==> src/design/dd_pkg.sv <==
package dd_pkg;

   // sizes of the tables
   localparam int NUM_PROCESSES = 8;
   localparam int NUM_RESOURCES = 4;
   localparam int COUNT_BITS    = 16;
   localparam int WORK_BITS     = COUNT_BITS + 3;
   localparam int PROC_IDX_BITS = (NUM_PROCESSES > 1) ? $clog2(NUM_PROCESSES) : 1;
   localparam int RES_IDX_BITS  = (NUM_RESOURCES > 1) ? $clog2(NUM_RESOURCES) : 1;

   // request and response field widths
   localparam int CMD_BITS      = 2;
   localparam int PROC_IN_BITS  = 3;
   localparam int RES_IN_BITS   = 2;
   localparam int AMOUNT_BITS   = 16;
   localparam int MASK_BITS     = 8;

   // request command codes
   localparam logic [CMD_BITS-1:0] CMD_LOAD_ENTRY = 2'd0;
   localparam logic [CMD_BITS-1:0] CMD_LOAD_FREE  = 2'd1;
   localparam logic [CMD_BITS-1:0] CMD_RUN        = 2'd2;

   // controller states
   typedef enum logic [1:0] {
      ST_IDLE,
      ST_RUN,
      ST_WAIT
   } state_type;

   // controller to datapath
   typedef struct packed {
      logic load_entry;
      logic load_free;
      logic start_run;
      logic step;
      logic load_out;
   } dp_cmd_type;

   // datapath to controller
   typedef struct packed {
      logic run_done;
   } dp_status_type;

endpackage

==> src/design/dd_ctrl.sv <==
module dd_ctrl (
   input  logic                        clock,
   input  logic                        reset,
   input  logic                        req_valid,
   input  logic [dd_pkg::CMD_BITS-1:0] req_cmd,
   output logic                        req_ready,
   input  logic                        rsp_ready,
   output logic                        rsp_valid,
   input  dd_pkg::dp_status_type       status,
   output dd_pkg::dp_cmd_type          cmd
);

   dd_pkg::state_type state_ff;
   dd_pkg::state_type state_in;
   logic              rsp_valid_ff;
   logic              rsp_valid_in;
   logic              req_fire;
   logic              slot_free;

   assign req_fire  = req_valid && (state_ff == dd_pkg::ST_IDLE);
   assign slot_free = !rsp_valid_ff || rsp_ready;

   // next state
   always_comb begin
      state_in = state_ff;
      case (state_ff)
         dd_pkg::ST_IDLE: begin
            if (req_fire && (req_cmd == dd_pkg::CMD_RUN)) begin
               state_in = dd_pkg::ST_RUN;
            end
         end
         dd_pkg::ST_RUN: begin
            if (status.run_done) begin
               state_in = dd_pkg::ST_WAIT;
            end
         end
         dd_pkg::ST_WAIT: begin
            if (slot_free) begin
               state_in = dd_pkg::ST_IDLE;
            end
         end
         default: begin
            state_in = dd_pkg::ST_IDLE;
         end
      endcase
   end

   // outputs and datapath commands
   always_comb begin
      req_ready      = 1'b0;
      cmd            = '0;
      case (state_ff)
         dd_pkg::ST_IDLE: begin
            req_ready      = 1'b1;
            cmd.load_entry = req_fire && (req_cmd == dd_pkg::CMD_LOAD_ENTRY);
            cmd.load_free  = req_fire && (req_cmd == dd_pkg::CMD_LOAD_FREE);
            cmd.start_run  = req_fire && (req_cmd == dd_pkg::CMD_RUN);
         end
         dd_pkg::ST_RUN: begin
            cmd.step = 1'b1;
         end
         dd_pkg::ST_WAIT: begin
            cmd.load_out = slot_free;
         end
         default: begin
            req_ready = 1'b0;
         end
      endcase
   end

   // response valid flag
   always_comb begin
      if (cmd.load_out) begin
         rsp_valid_in = 1'b1;
      end else if (rsp_ready) begin
         rsp_valid_in = 1'b0;
      end else begin
         rsp_valid_in = rsp_valid_ff;
      end
   end

   always_ff @(posedge clock) begin
      if (reset) begin
         state_ff     <= dd_pkg::ST_IDLE;
         rsp_valid_ff <= 1'b0;
      end else begin
         state_ff     <= state_in;
         rsp_valid_ff <= rsp_valid_in;
      end
   end

   assign rsp_valid = rsp_valid_ff;

   // no request is taken while a run walks the processes
   a_no_req_in_run: assert property (@(posedge clock) disable iff (reset)
      (state_ff == dd_pkg::ST_RUN) |-> !req_ready)
      else $error("request taken during a run");

   // a run always ends by filling the response slot
   a_wait_fills: assert property (@(posedge clock) disable iff (reset)
      (state_ff == dd_pkg::ST_WAIT) && slot_free |=> rsp_valid_ff && (state_ff == dd_pkg::ST_IDLE))
      else $error("run ended without a response");

   // a response is only produced after a run
   a_rsp_from_run: assert property (@(posedge clock) disable iff (reset)
      $rose(rsp_valid_ff) |-> $past(state_ff == dd_pkg::ST_WAIT))
      else $error("response without a run");

endmodule

==> src/design/dd_datapath.sv <==
module dd_datapath (
   input  logic                           clock,
   input  logic                           reset,
   input  dd_pkg::dp_cmd_type             cmd,
   output dd_pkg::dp_status_type          status,
   input  logic [dd_pkg::PROC_IN_BITS-1:0] req_process_index,
   input  logic [dd_pkg::RES_IN_BITS-1:0]  req_resource_index,
   input  logic [dd_pkg::AMOUNT_BITS-1:0]  req_held_amount,
   input  logic [dd_pkg::AMOUNT_BITS-1:0]  req_wanted_amount,
   input  logic [dd_pkg::AMOUNT_BITS-1:0]  req_free_amount,
   output logic                           rsp_deadlock_found,
   output logic [dd_pkg::MASK_BITS-1:0]    rsp_stuck_mask
);

   localparam int NP = dd_pkg::NUM_PROCESSES;
   localparam int NR = dd_pkg::NUM_RESOURCES;
   localparam int CB = dd_pkg::COUNT_BITS;
   localparam int WB = dd_pkg::WORK_BITS;
   localparam int PB = dd_pkg::PROC_IDX_BITS;
   localparam int RB = dd_pkg::RES_IDX_BITS;
   localparam logic [PB-1:0] LAST_PROC = PB'(NP - 1);

   logic [CB-1:0] held_ff   [NP][NR];
   logic [CB-1:0] held_in   [NP][NR];
   logic [CB-1:0] wanted_ff [NP][NR];
   logic [CB-1:0] wanted_in [NP][NR];
   logic [CB-1:0] free_ff   [NR];
   logic [CB-1:0] free_in   [NR];
   logic [WB-1:0] work_ff   [NR];
   logic [WB-1:0] work_in   [NR];
   logic [NP-1:0] finished_ff;
   logic [NP-1:0] finished_in;
   logic [PB-1:0] proc_ff;
   logic [PB-1:0] proc_in;
   logic [PB-1:0] pass_ff;
   logic [PB-1:0] pass_in;
   logic          progress_ff;
   logic          progress_in;
   logic                       deadlock_ff;
   logic                       deadlock_in;
   logic [dd_pkg::MASK_BITS-1:0] mask_ff;
   logic [dd_pkg::MASK_BITS-1:0] mask_in;

   logic          entry_ok;
   logic          free_ok;
   logic [PB-1:0] load_proc;
   logic [RB-1:0] load_res;
   logic          fits;
   logic          release_now;
   logic          progress_now;
   logic          last_proc;
   logic          work_held_ok;

   // load addressing, loads outside the tables are dropped
   assign entry_ok  = (int'(req_process_index) < NP) && (int'(req_resource_index) < NR);
   assign free_ok   = int'(req_resource_index) < NR;
   assign load_proc = PB'(req_process_index);
   assign load_res  = RB'(req_resource_index);

   // table writes
   always_comb begin
      held_in   = held_ff;
      wanted_in = wanted_ff;
      free_in   = free_ff;
      if (cmd.load_entry && entry_ok) begin
         held_in[load_proc][load_res]   = CB'(req_held_amount);
         wanted_in[load_proc][load_res] = CB'(req_wanted_amount);
      end
      if (cmd.load_free && free_ok) begin
         free_in[load_res] = CB'(req_free_amount);
      end
   end

   // request of the current process against work, all resources at once
   always_comb begin
      fits = 1'b1;
      for (int r = 0; r < NR; r++) begin
         if (WB'(wanted_ff[proc_ff][r]) > work_ff[r]) begin
            fits = 1'b0;
         end
      end
   end

   assign release_now  = cmd.step && !finished_ff[proc_ff] && fits;
   assign progress_now = progress_ff || release_now;
   assign last_proc    = proc_ff == LAST_PROC;
   assign status.run_done = cmd.step && last_proc && (!progress_now || (pass_ff == LAST_PROC));

   // work vector: copy free at start, add held on release with saturation
   always_comb begin
      logic [WB:0] sum;
      sum = '0;
      work_in = work_ff;
      for (int r = 0; r < NR; r++) begin
         sum = {1'b0, work_ff[r]} + (WB + 1)'(held_ff[proc_ff][r]);
         if (cmd.start_run) begin
            work_in[r] = WB'(free_ff[r]);
         end else if (release_now) begin
            work_in[r] = sum[WB] ? {WB{1'b1}} : sum[WB-1:0];
         end
      end
   end

   // finished flags, process and pass counters
   always_comb begin
      finished_in = finished_ff;
      proc_in     = proc_ff;
      pass_in     = pass_ff;
      progress_in = progress_ff;
      if (cmd.start_run) begin
         finished_in = '0;
         proc_in     = '0;
         pass_in     = '0;
         progress_in = 1'b0;
      end else if (cmd.step) begin
         if (release_now) begin
            finished_in[proc_ff] = 1'b1;
         end
         if (last_proc) begin
            proc_in     = '0;
            pass_in     = (pass_ff == LAST_PROC) ? pass_ff : pass_ff + 1'b1;
            progress_in = 1'b0;
         end else begin
            proc_in     = proc_ff + 1'b1;
            progress_in = progress_now;
         end
      end
   end

   // response register
   always_comb begin
      mask_in     = mask_ff;
      deadlock_in = deadlock_ff;
      if (cmd.load_out) begin
         for (int i = 0; i < dd_pkg::MASK_BITS; i++) begin
            mask_in[i] = (i < NP) ? !finished_ff[i] : 1'b0;
         end
         deadlock_in = finished_ff != {NP{1'b1}};
      end
   end

   always_ff @(posedge clock) begin
      if (reset) begin
         for (int p = 0; p < NP; p++) begin
            for (int r = 0; r < NR; r++) begin
               held_ff[p][r]   <= '0;
               wanted_ff[p][r] <= '0;
            end
         end
         for (int r = 0; r < NR; r++) begin
            free_ff[r] <= '0;
            work_ff[r] <= '0;
         end
         finished_ff <= '0;
         proc_ff     <= '0;
         pass_ff     <= '0;
         progress_ff <= 1'b0;
      end else begin
         held_ff     <= held_in;
         wanted_ff   <= wanted_in;
         free_ff     <= free_in;
         work_ff     <= work_in;
         finished_ff <= finished_in;
         proc_ff     <= proc_in;
         pass_ff     <= pass_in;
         progress_ff <= progress_in;
      end
   end

   always_ff @(posedge clock) begin
      deadlock_ff <= deadlock_in;
      mask_ff     <= mask_in;
   end

   assign rsp_deadlock_found = deadlock_ff;
   assign rsp_stuck_mask     = mask_ff;

   // work never shrinks while stepping
   always_comb begin
      work_held_ok = 1'b1;
      for (int r = 0; r < NR; r++) begin
         if (cmd.step && (work_in[r] < work_ff[r])) begin
            work_held_ok = 1'b0;
         end
      end
   end

   a_work_grows: assert property (@(posedge clock) disable iff (reset)
      work_held_ok)
      else $error("work vector shrank during a run");

   // a step never clears a finished flag
   a_finished_keep: assert property (@(posedge clock) disable iff (reset)
      cmd.step |=> ((finished_ff & $past(finished_ff)) == $past(finished_ff)))
      else $error("finished flag lost");

   // the deadlock flag agrees with the mask
   a_flag_matches: assert property (@(posedge clock) disable iff (reset)
      cmd.load_out |=> (rsp_deadlock_found == (rsp_stuck_mask != '0)))
      else $error("deadlock flag and mask disagree");

endmodule

==> src/design/deadlock_detector.sv <==
// load requests may follow back to back
// a run request walks one process per cycle: k passes of 8 processes, k from 1 to 8,
// after which its response is loaded into the output register once that register is free;
// the next request is taken once the response is in the output register
// synchronous active-high reset clears the held, wanted, free and work tables and the finished and response valid flags
module deadlock_detector (
   input  logic                           clock,
   input  logic                           reset,
   input  logic                           req_valid,
   output logic                           req_ready,
   input  logic [dd_pkg::CMD_BITS-1:0]     req_cmd,
   input  logic [dd_pkg::PROC_IN_BITS-1:0] req_process_index,
   input  logic [dd_pkg::RES_IN_BITS-1:0]  req_resource_index,
   input  logic [dd_pkg::AMOUNT_BITS-1:0]  req_held_amount,
   input  logic [dd_pkg::AMOUNT_BITS-1:0]  req_wanted_amount,
   input  logic [dd_pkg::AMOUNT_BITS-1:0]  req_free_amount,
   output logic                           rsp_valid,
   input  logic                           rsp_ready,
   output logic                           rsp_deadlock_found,
   output logic [dd_pkg::MASK_BITS-1:0]    rsp_stuck_mask
);

   dd_pkg::dp_cmd_type    dp_cmd;
   dd_pkg::dp_status_type dp_status;

   // sequencer
   dd_ctrl u_ctrl (
      .clock     (clock),
      .reset     (reset),
      .req_valid (req_valid),
      .req_cmd   (req_cmd),
      .req_ready (req_ready),
      .rsp_ready (rsp_ready),
      .rsp_valid (rsp_valid),
      .status    (dp_status),
      .cmd       (dp_cmd)
   );

   // tables, work vector and response register
   dd_datapath u_datapath (
      .clock              (clock),
      .reset              (reset),
      .cmd                (dp_cmd),
      .status             (dp_status),
      .req_process_index  (req_process_index),
      .req_resource_index (req_resource_index),
      .req_held_amount    (req_held_amount),
      .req_wanted_amount  (req_wanted_amount),
      .req_free_amount    (req_free_amount),
      .rsp_deadlock_found (rsp_deadlock_found),
      .rsp_stuck_mask     (rsp_stuck_mask)
   );

endmodule

==> config.mk <==
export PLATFORM = sky130hd
export DESIGN_NAME = deadlock_detector
export DESIGN_NICKNAME = d
export VERILOG_FILES = /design/src/design/dd_pkg.sv /design/src/design/dd_ctrl.sv /design/src/design/dd_datapath.sv /design/src/design/deadlock_detector.sv
export SDC_FILE = /design/constraint.sdc
export NUM_CORES = 2
export LEC_CHECK = 0
export ABC_AREA = 1
export BUFFER_PORTS_ARGS = -buffer_cell sky130_fd_sc_hd__buf_2
export CORE_MARGIN = 10
export CORE_UTILIZATION = 28
export DETAILED_ROUTE_END_ITERATION = 6
export GPL_TIMING_DRIVEN = 0
export PLACE_DENSITY = 0.43
export SLEW_MARGIN = 25
export SYNTH_ARGS = -nofsm -noshare
export SYNTH_HDL_FRONTEND = slang
export SYNTH_SLANG_ARGS = --single-unit
==> constraint.sdc <==
create_clock -name clock -period 4.73 [get_ports clock]
set_input_delay 0.473 -clock clock [delete_from_list [all_inputs] [get_ports clock]]
set_output_delay 0.473 -clock clock [all_outputs]
set_load 0.02 [all_outputs]
# Word level (Yosys, flattened, before mapping)
# Index checks and enable logic that the tools add are counted.
# word_totals
out_inout_bits	11
elab_cells	194
ff_bits	1191
input_bits	59
# classes
order_cmp	11
n_eq_ne	10
n_addsub	6
bitwise	5
muxes	45
reduce_logical	33
# ops
op	count
512-bit bitwise mux	2
64-bit binary-select mux with 3-bit select	2
64-bit 2-to-1 mux	5
64-bit demux with 3-bit select	1
16-bit 2-to-1 mux	9
19-bit by 16-bit adder with 20-bit output	4
16-bit by 19-bit greater-than comparator with 1-bit output	4
19-bit 2-to-1 mux	4
64-bit bitwise mux	1
16-bit demux with 2-bit select	1
1-bit 2-to-1 mux	12
1-bit logical AND	11
1-bit logical NOT	11
4-bit greater-or-equal comparator, second input constant	2
8-bit inequality test, second input constant	1
3-bit NOT with 4-bit output	2
8-bit bitwise OR	1
3-bit by 1-bit adder with 3-bit output, second input constant	2
3-bit == test, second input constant	2
2-bit 2-to-1 mux	3
3-bit 2-to-1 mux	2
2-bit one-hot mux with 3 select lines	1
3-bit AND reduction	2
2-bit by 1-bit == test with 1-bit output, second input constant	2
other kinds (17)	23

# Logic depth before layout (Yosys ltp)
# depth
word_depth	16
ltp_mapped	29
depth_no_buf	25

# By module
# A second synthesis with hierarchy kept.
# unflattened
cells_unflattened	7611
area_unflattened_um2	53908.0
# modules_own_cells
mod	area_each_um2	instances	cells_per_inst	seq_area_each_um2
dd_datapath	53724.0	1	7584	23872.9
dd_ctrl	183.9	1	27	60.1

# Least setup slack after synthesis
# No wires, ideal clock.
# synth_path
path_kind	register -> register
startpoint	register u_datapath.proc_ff[1]
endpoint	register u_datapath.work_ff[69] (netlist name)
synth_period_minus_slack_ns	3.465
setup_time_ns	0.118
slack_ns	1.265
arrival_time_ns	3.346
t_required_ns	4.612
n_path_buf	3
stages_incl_launch_ff	17
path_cell_list	dfxtp_1 > inv_2 > nand3_2 > clkbuf_1 > buf_1 > clkbuf_1 > o2111ai_1 > ha_1 > a21oi_1 > o21ai_0 > a21o_1 > nand2_1 > nand3_1 > nand3_1 > clkinv_1 > nor3_1 > nor2_1
# synth_between
elab_chain_len	11
word_cells_on_any_way	25
classes_between	add/sub: 1; order compare: 4; mux: 15; bitwise: 1; reduce/logical: 4
# synth_rtl
element	line_no	source
start: declaration	dd_datapath.sv:33	logic [PB-1:0] proc_ff;
start signal: assignment	dd_datapath.sv:164	proc_ff <= proc_in;
3-bit NOT with 4-bit output (not written as such)	dd_datapath.sv:78, dd_datapath.sv:95	
64-bit binary-select mux with 3-bit select	dd_datapath.sv:78	if (WB'(wanted_ff[proc_ff][r]) > work_ff[r]) begin
64-bit 2-to-1 mux (not written as such) (2 in series)	dd_datapath.sv:78	
16-bit by 19-bit greater-than comparator with 1-bit output	dd_datapath.sv:78	
1-bit 2-to-1 mux (4 in series)	dd_datapath.sv:78	
1-bit logical AND	dd_datapath.sv:84	assign release_now = cmd.step && !finished_ff[proc_ff] && fits;
2-bit nonzero test (no line)	--	
end signal: assignment	dd_datapath.sv:162	work_ff <= work_in;
end: declaration	dd_datapath.sv:29	logic [WB-1:0] work_ff [NR];
# Several ways; a longest one is shown, not always the timed one. The select of a mux whose other input is x is not followed.
# A chain may end at the register's enable or synchronous reset.

# Final worst setup path
# layout_path
startpoint	register u_datapath.proc_ff[1]
endpoint	register u_datapath.work_ff[41] (netlist name)
# The elaborated chain is that of the path after synthesis.

==> metrics <==
outcome=finished, violations left; failing checks=design-rule violations; dpl cells=9771; clock power share=48.0%; antenna-violating nets left=0; unrepaired setup endpoints after global routing=false; CP dominant cell by count=nand3_1; kind of critical path=register to register; CP startpoint=u_datapath.proc_ff[1]; Leak=0.02363 uW; Die H=roughly 460 um; f_max=0.2170 GHz; Syn-to-layout area delta=21.98%; syn_nets=7350; Cells after Synth=7155; total power=roughly 23000 uW; max_cap viols=0; Gate power share=8.5%; Most used DFF post-synth=dfxtp_1; layout cell share with drive strength beyond 1=8.998%; DRT met1 WL=~130000 um; power density over the cells=362.2 nW/um^2; Max clock buf depth=3; worst-path cell chain=inv_8 -> nand3_4 -> buf_6 -> buf_16 -> buf_4 -> buf_16 -> o22ai_1 -> a221oi_1 -> nand4_1 -> ha_1 -> a21oi_1 -> o21ai_0 -> a21o_1 -> nand2_1 -> nand3_1 -> nand3_1 -> clkbuf_2 -> nand3_1 -> o211ai_1 -> a21oi_1; Tcrit/Tclk final=between 90 and 100%; Synth warnings=0; Crit path largest cell delay=0.50 ns; drt initial violations=a little over 8000; post-synthesis cell type with the largest combined area=dfxtp_1; path depth of the worst reg2reg path=20; Sequential Power Share=approximately 44%; Core Box Area=188200 um^2; initial antenna violation count=50; Clk Latency, worst-skew pair=roughly 0.85 ns; asr flop ratio synth=0%; met2 routed WL=roughly 130000 um; syn_area_per_cell=7.424 um^2; vias in the first global route=50800; clk sinks=between 1000 and 1500; fin crit period=4.608 ns; Vias/cell=5.593; Clock Skew=0.05104 ns; first-pass GRT wire length=~430000 um; Max FO, Critical Path=10; TritonCTS Buffers=~140; synth top area cells=dfxtp_1 (45%), o21ai_0 (11%), a21oi_1 (8.4%); maximum vdd drop=0.3391 mV; CP endpoint kind=register; post-DP HPWL=250000 um; WP data arrival=~5.3 ns; IO Count=70; Wirelength per Cell=32.38 um; Switching Power=6343 uW; Pint=about 17000 uW; gr usage total=29.71%; critical path required time=5.40 ns; clock tree root buffer cell=clkbuf_16; nets=between 7000 and 8000; reg2reg start=u_datapath.proc_ff[1]; gr ovfl total=0; top routing layer used=met5; cell area after synthesis=about 53000 um^2; H-tree levels=4; Port-buffer cells=68; die area=about 210000 um^2; routed via count=about 56000; CTS tree=done; Die W=455.6 um; Clk pin slew, worst setup/hold paths=0.06 ns; reg-to-reg setup timing slack=0.12 ns; flops & latches, synth=1191; Site Rows=159; Setup violations, final=0; R2R Path End=u_datapath.work_ff[41]; Sw Share=27.03%; worst-margin pin slew=1.392 ns; top-area cell type share of the netlist area=44.55%; Startpoint Class=register; number of synthesized flops with an enable pin=9; Slowest-stage cell, CP=a221oi_1; # DRC=6; Cell variety after synth=between 40 and 50; Critical Path End=u_datapath.work_ff[41]; Slew Limit Fails=0; Worst slew margin=6.455%; final wirelength=326000 um; Starting Density=28.23%; Fin. Hold Viols=0; DRT Pass-1 Iters=7; HP Class=input pin to register; largest net degree at the start of global routing=17; RD Place Congestion=0.9704; sequential-to-total area share from yosys stat=approximately 45%; Hold Path Depth=3; met3 WL=33530 um; Post-Layout Cell Count=roughly 10000
-- cell type report --
type / instances / area (um^2)
Timing Repair Buffer: 168 / 2153
Tap cell: 2495 / 3122
Antenna cell: 17 / 42.54
Sequential cell: 1191 / 23940
Fill cell: 20220 / 123400
Buffer: 557 / 2534
Clock inverter: 37 / 514.2
Clock buffer: 199 / 4061
Multi-Input combinational cell: 4478 / 24910
Inverter: 927 / 3517
-- Yosys cell counts, types with 4 or more instances --
library cell / count
dfxtp_1: 1182
o21ai_0: 1176
nor2_1: 910
inv_1: 907
a21oi_1: 896
clkbuf_1: 515
nand2_1: 515
a221oi_1: 137
ha_1: 132
a22oi_1: 117
o22ai_1: 115
nand3_1: 107
o2111ai_1: 82
o211ai_1: 58
nor3_1: 36
nand4_1: 34
nor4_1: 28
xnor2_1: 24
xor2_1: 22
buf_1: 20
buf_2: 15
inv_2: 15
nand3b_1: 14
or2_2: 14
a21o_1: 13
edfxtp_1: 9
o21ai_1: 8
and2_1: 7
a2111o_1: 5
buf_4: 5
clkinv_1: 5
a31oi_1: 4
fa_1: 4
-- sequential cells by signal, indices dropped and copies added, names as in the netlist, 2 cells and up --
name,count
u_ctrl.state_ff,2
u_datapath.finished_ff,8
u_datapath.free_ff,64
u_datapath.held_ff,512
u_datapath.pass_ff,3
u_datapath.proc_ff,3
u_datapath.rsp_stuck_mask,8
u_datapath.wanted_ff,512
u_datapath.work_ff,76
-- kinds of logic after synthesis --
| kind of cell | after synthesis | synth area share [%] |
|---|---|---|
| and+or+nand+nor | 1681 | 12.88 |
| adders and majority gates | 136 | 3.260 |
| DFF | 1191 | 45.05 |
| AOI/OAI and AO/OA | 2615 | 27.43 |
| xor gates and xnor gates | 46 | 0.7584 |
| buffers and inverters | 1486 | 10.62 |
-- worst max-delay path, delay by kind of cell, from the launching register on --
kind,cells,cell delay [ns]
compound gates,7,1.52
buf+inv,6,1.12
simple gates,6,0.89
flops,1,0.44
fa+ha+maj,1,0.41
-- per-stage QoR --
| stage | worst slack, ns | area [um^2] | setup TNS [ns] | utilization [%] | hold slack, ns |
|---|---|---|---|---|---|
| floorplan | 1.265 | 53120 | 0 | - | 0.4233 |
| global placement | -3.429 | 56580 | -280.31 | 30.06 | 0.4318 |
| detailed placement | -1.772 | 58140 | -134.76 | 30.89 | 0.4363 |
| CTS | 0.003276 | 64200 | 0 | 34.11 | 0.003328 |
| global route | 0.003829 | 64760 | 0 | 34.41 | 0.02525 |
| finish | 0.1220 | 64800 | 0 | 34.43 | 0.03682 |
-- power groups by stage --
stage                     Sequential [uW]  Combinational, uW  Clock (uW)
final                               10200               1990       11300
after global routing                10200               2070       11600
after CTS                           10200               1850       11300
after detailed placement            10400               1800           0
after global placement              10400               1740           0
after floorplan                     10400                887           0
-- placed cells by master (no fill, tap or decap), types with 39 or more instances in the layout --
cell and count:
a21oi_1 896, a221oi_1 85, a22oi_1 114, buf_16 39, buf_2 90, buf_4 39, clkbuf_1 449, clkbuf_16 146
clkbuf_2 51, dfxtp_1 1179, ha_1 129, inv_1 906, nand2_1 512, nand3_1 95, nor2_1 906, o211ai_1 58
o21ai_0 1175, o22ai_1 115
-- worst min-delay path by stage --
stage | startpoint | end
final | req_free_amount[12] | u_datapath.free_ff[12]
after global routing | req_free_amount[14] | u_datapath.free_ff[14]
after CTS | req_free_amount[12] | u_datapath.free_ff[44]
after detailed placement | u_datapath.wanted_ff[428] | u_datapath.wanted_ff[428]
after global placement | u_datapath.held_ff[12] | u_datapath.held_ff[12]
after floorplan | u_datapath.held_ff[199] | u_datapath.held_ff[199]
-- layer usage --
layer | vias to the layer above | track usage [%]
met2 | 3287 | 42.33
met1 | 27550 | 38.86
li1 | 24740 | -
met4 | 12 | 21.92
met5 | - | 0
met3 | 731 | 6.891
-- timing repair --
item,in CTS,in global routing
hold endpoints to repair,46,0
pin swaps,26,18
setup buffers,20,4
gates resized for setup,205,95
cloned,0,1
hold buffers,21,0
setup endpoints to repair,87,87
Note: power is estimated with default switching activity, not from simulation.
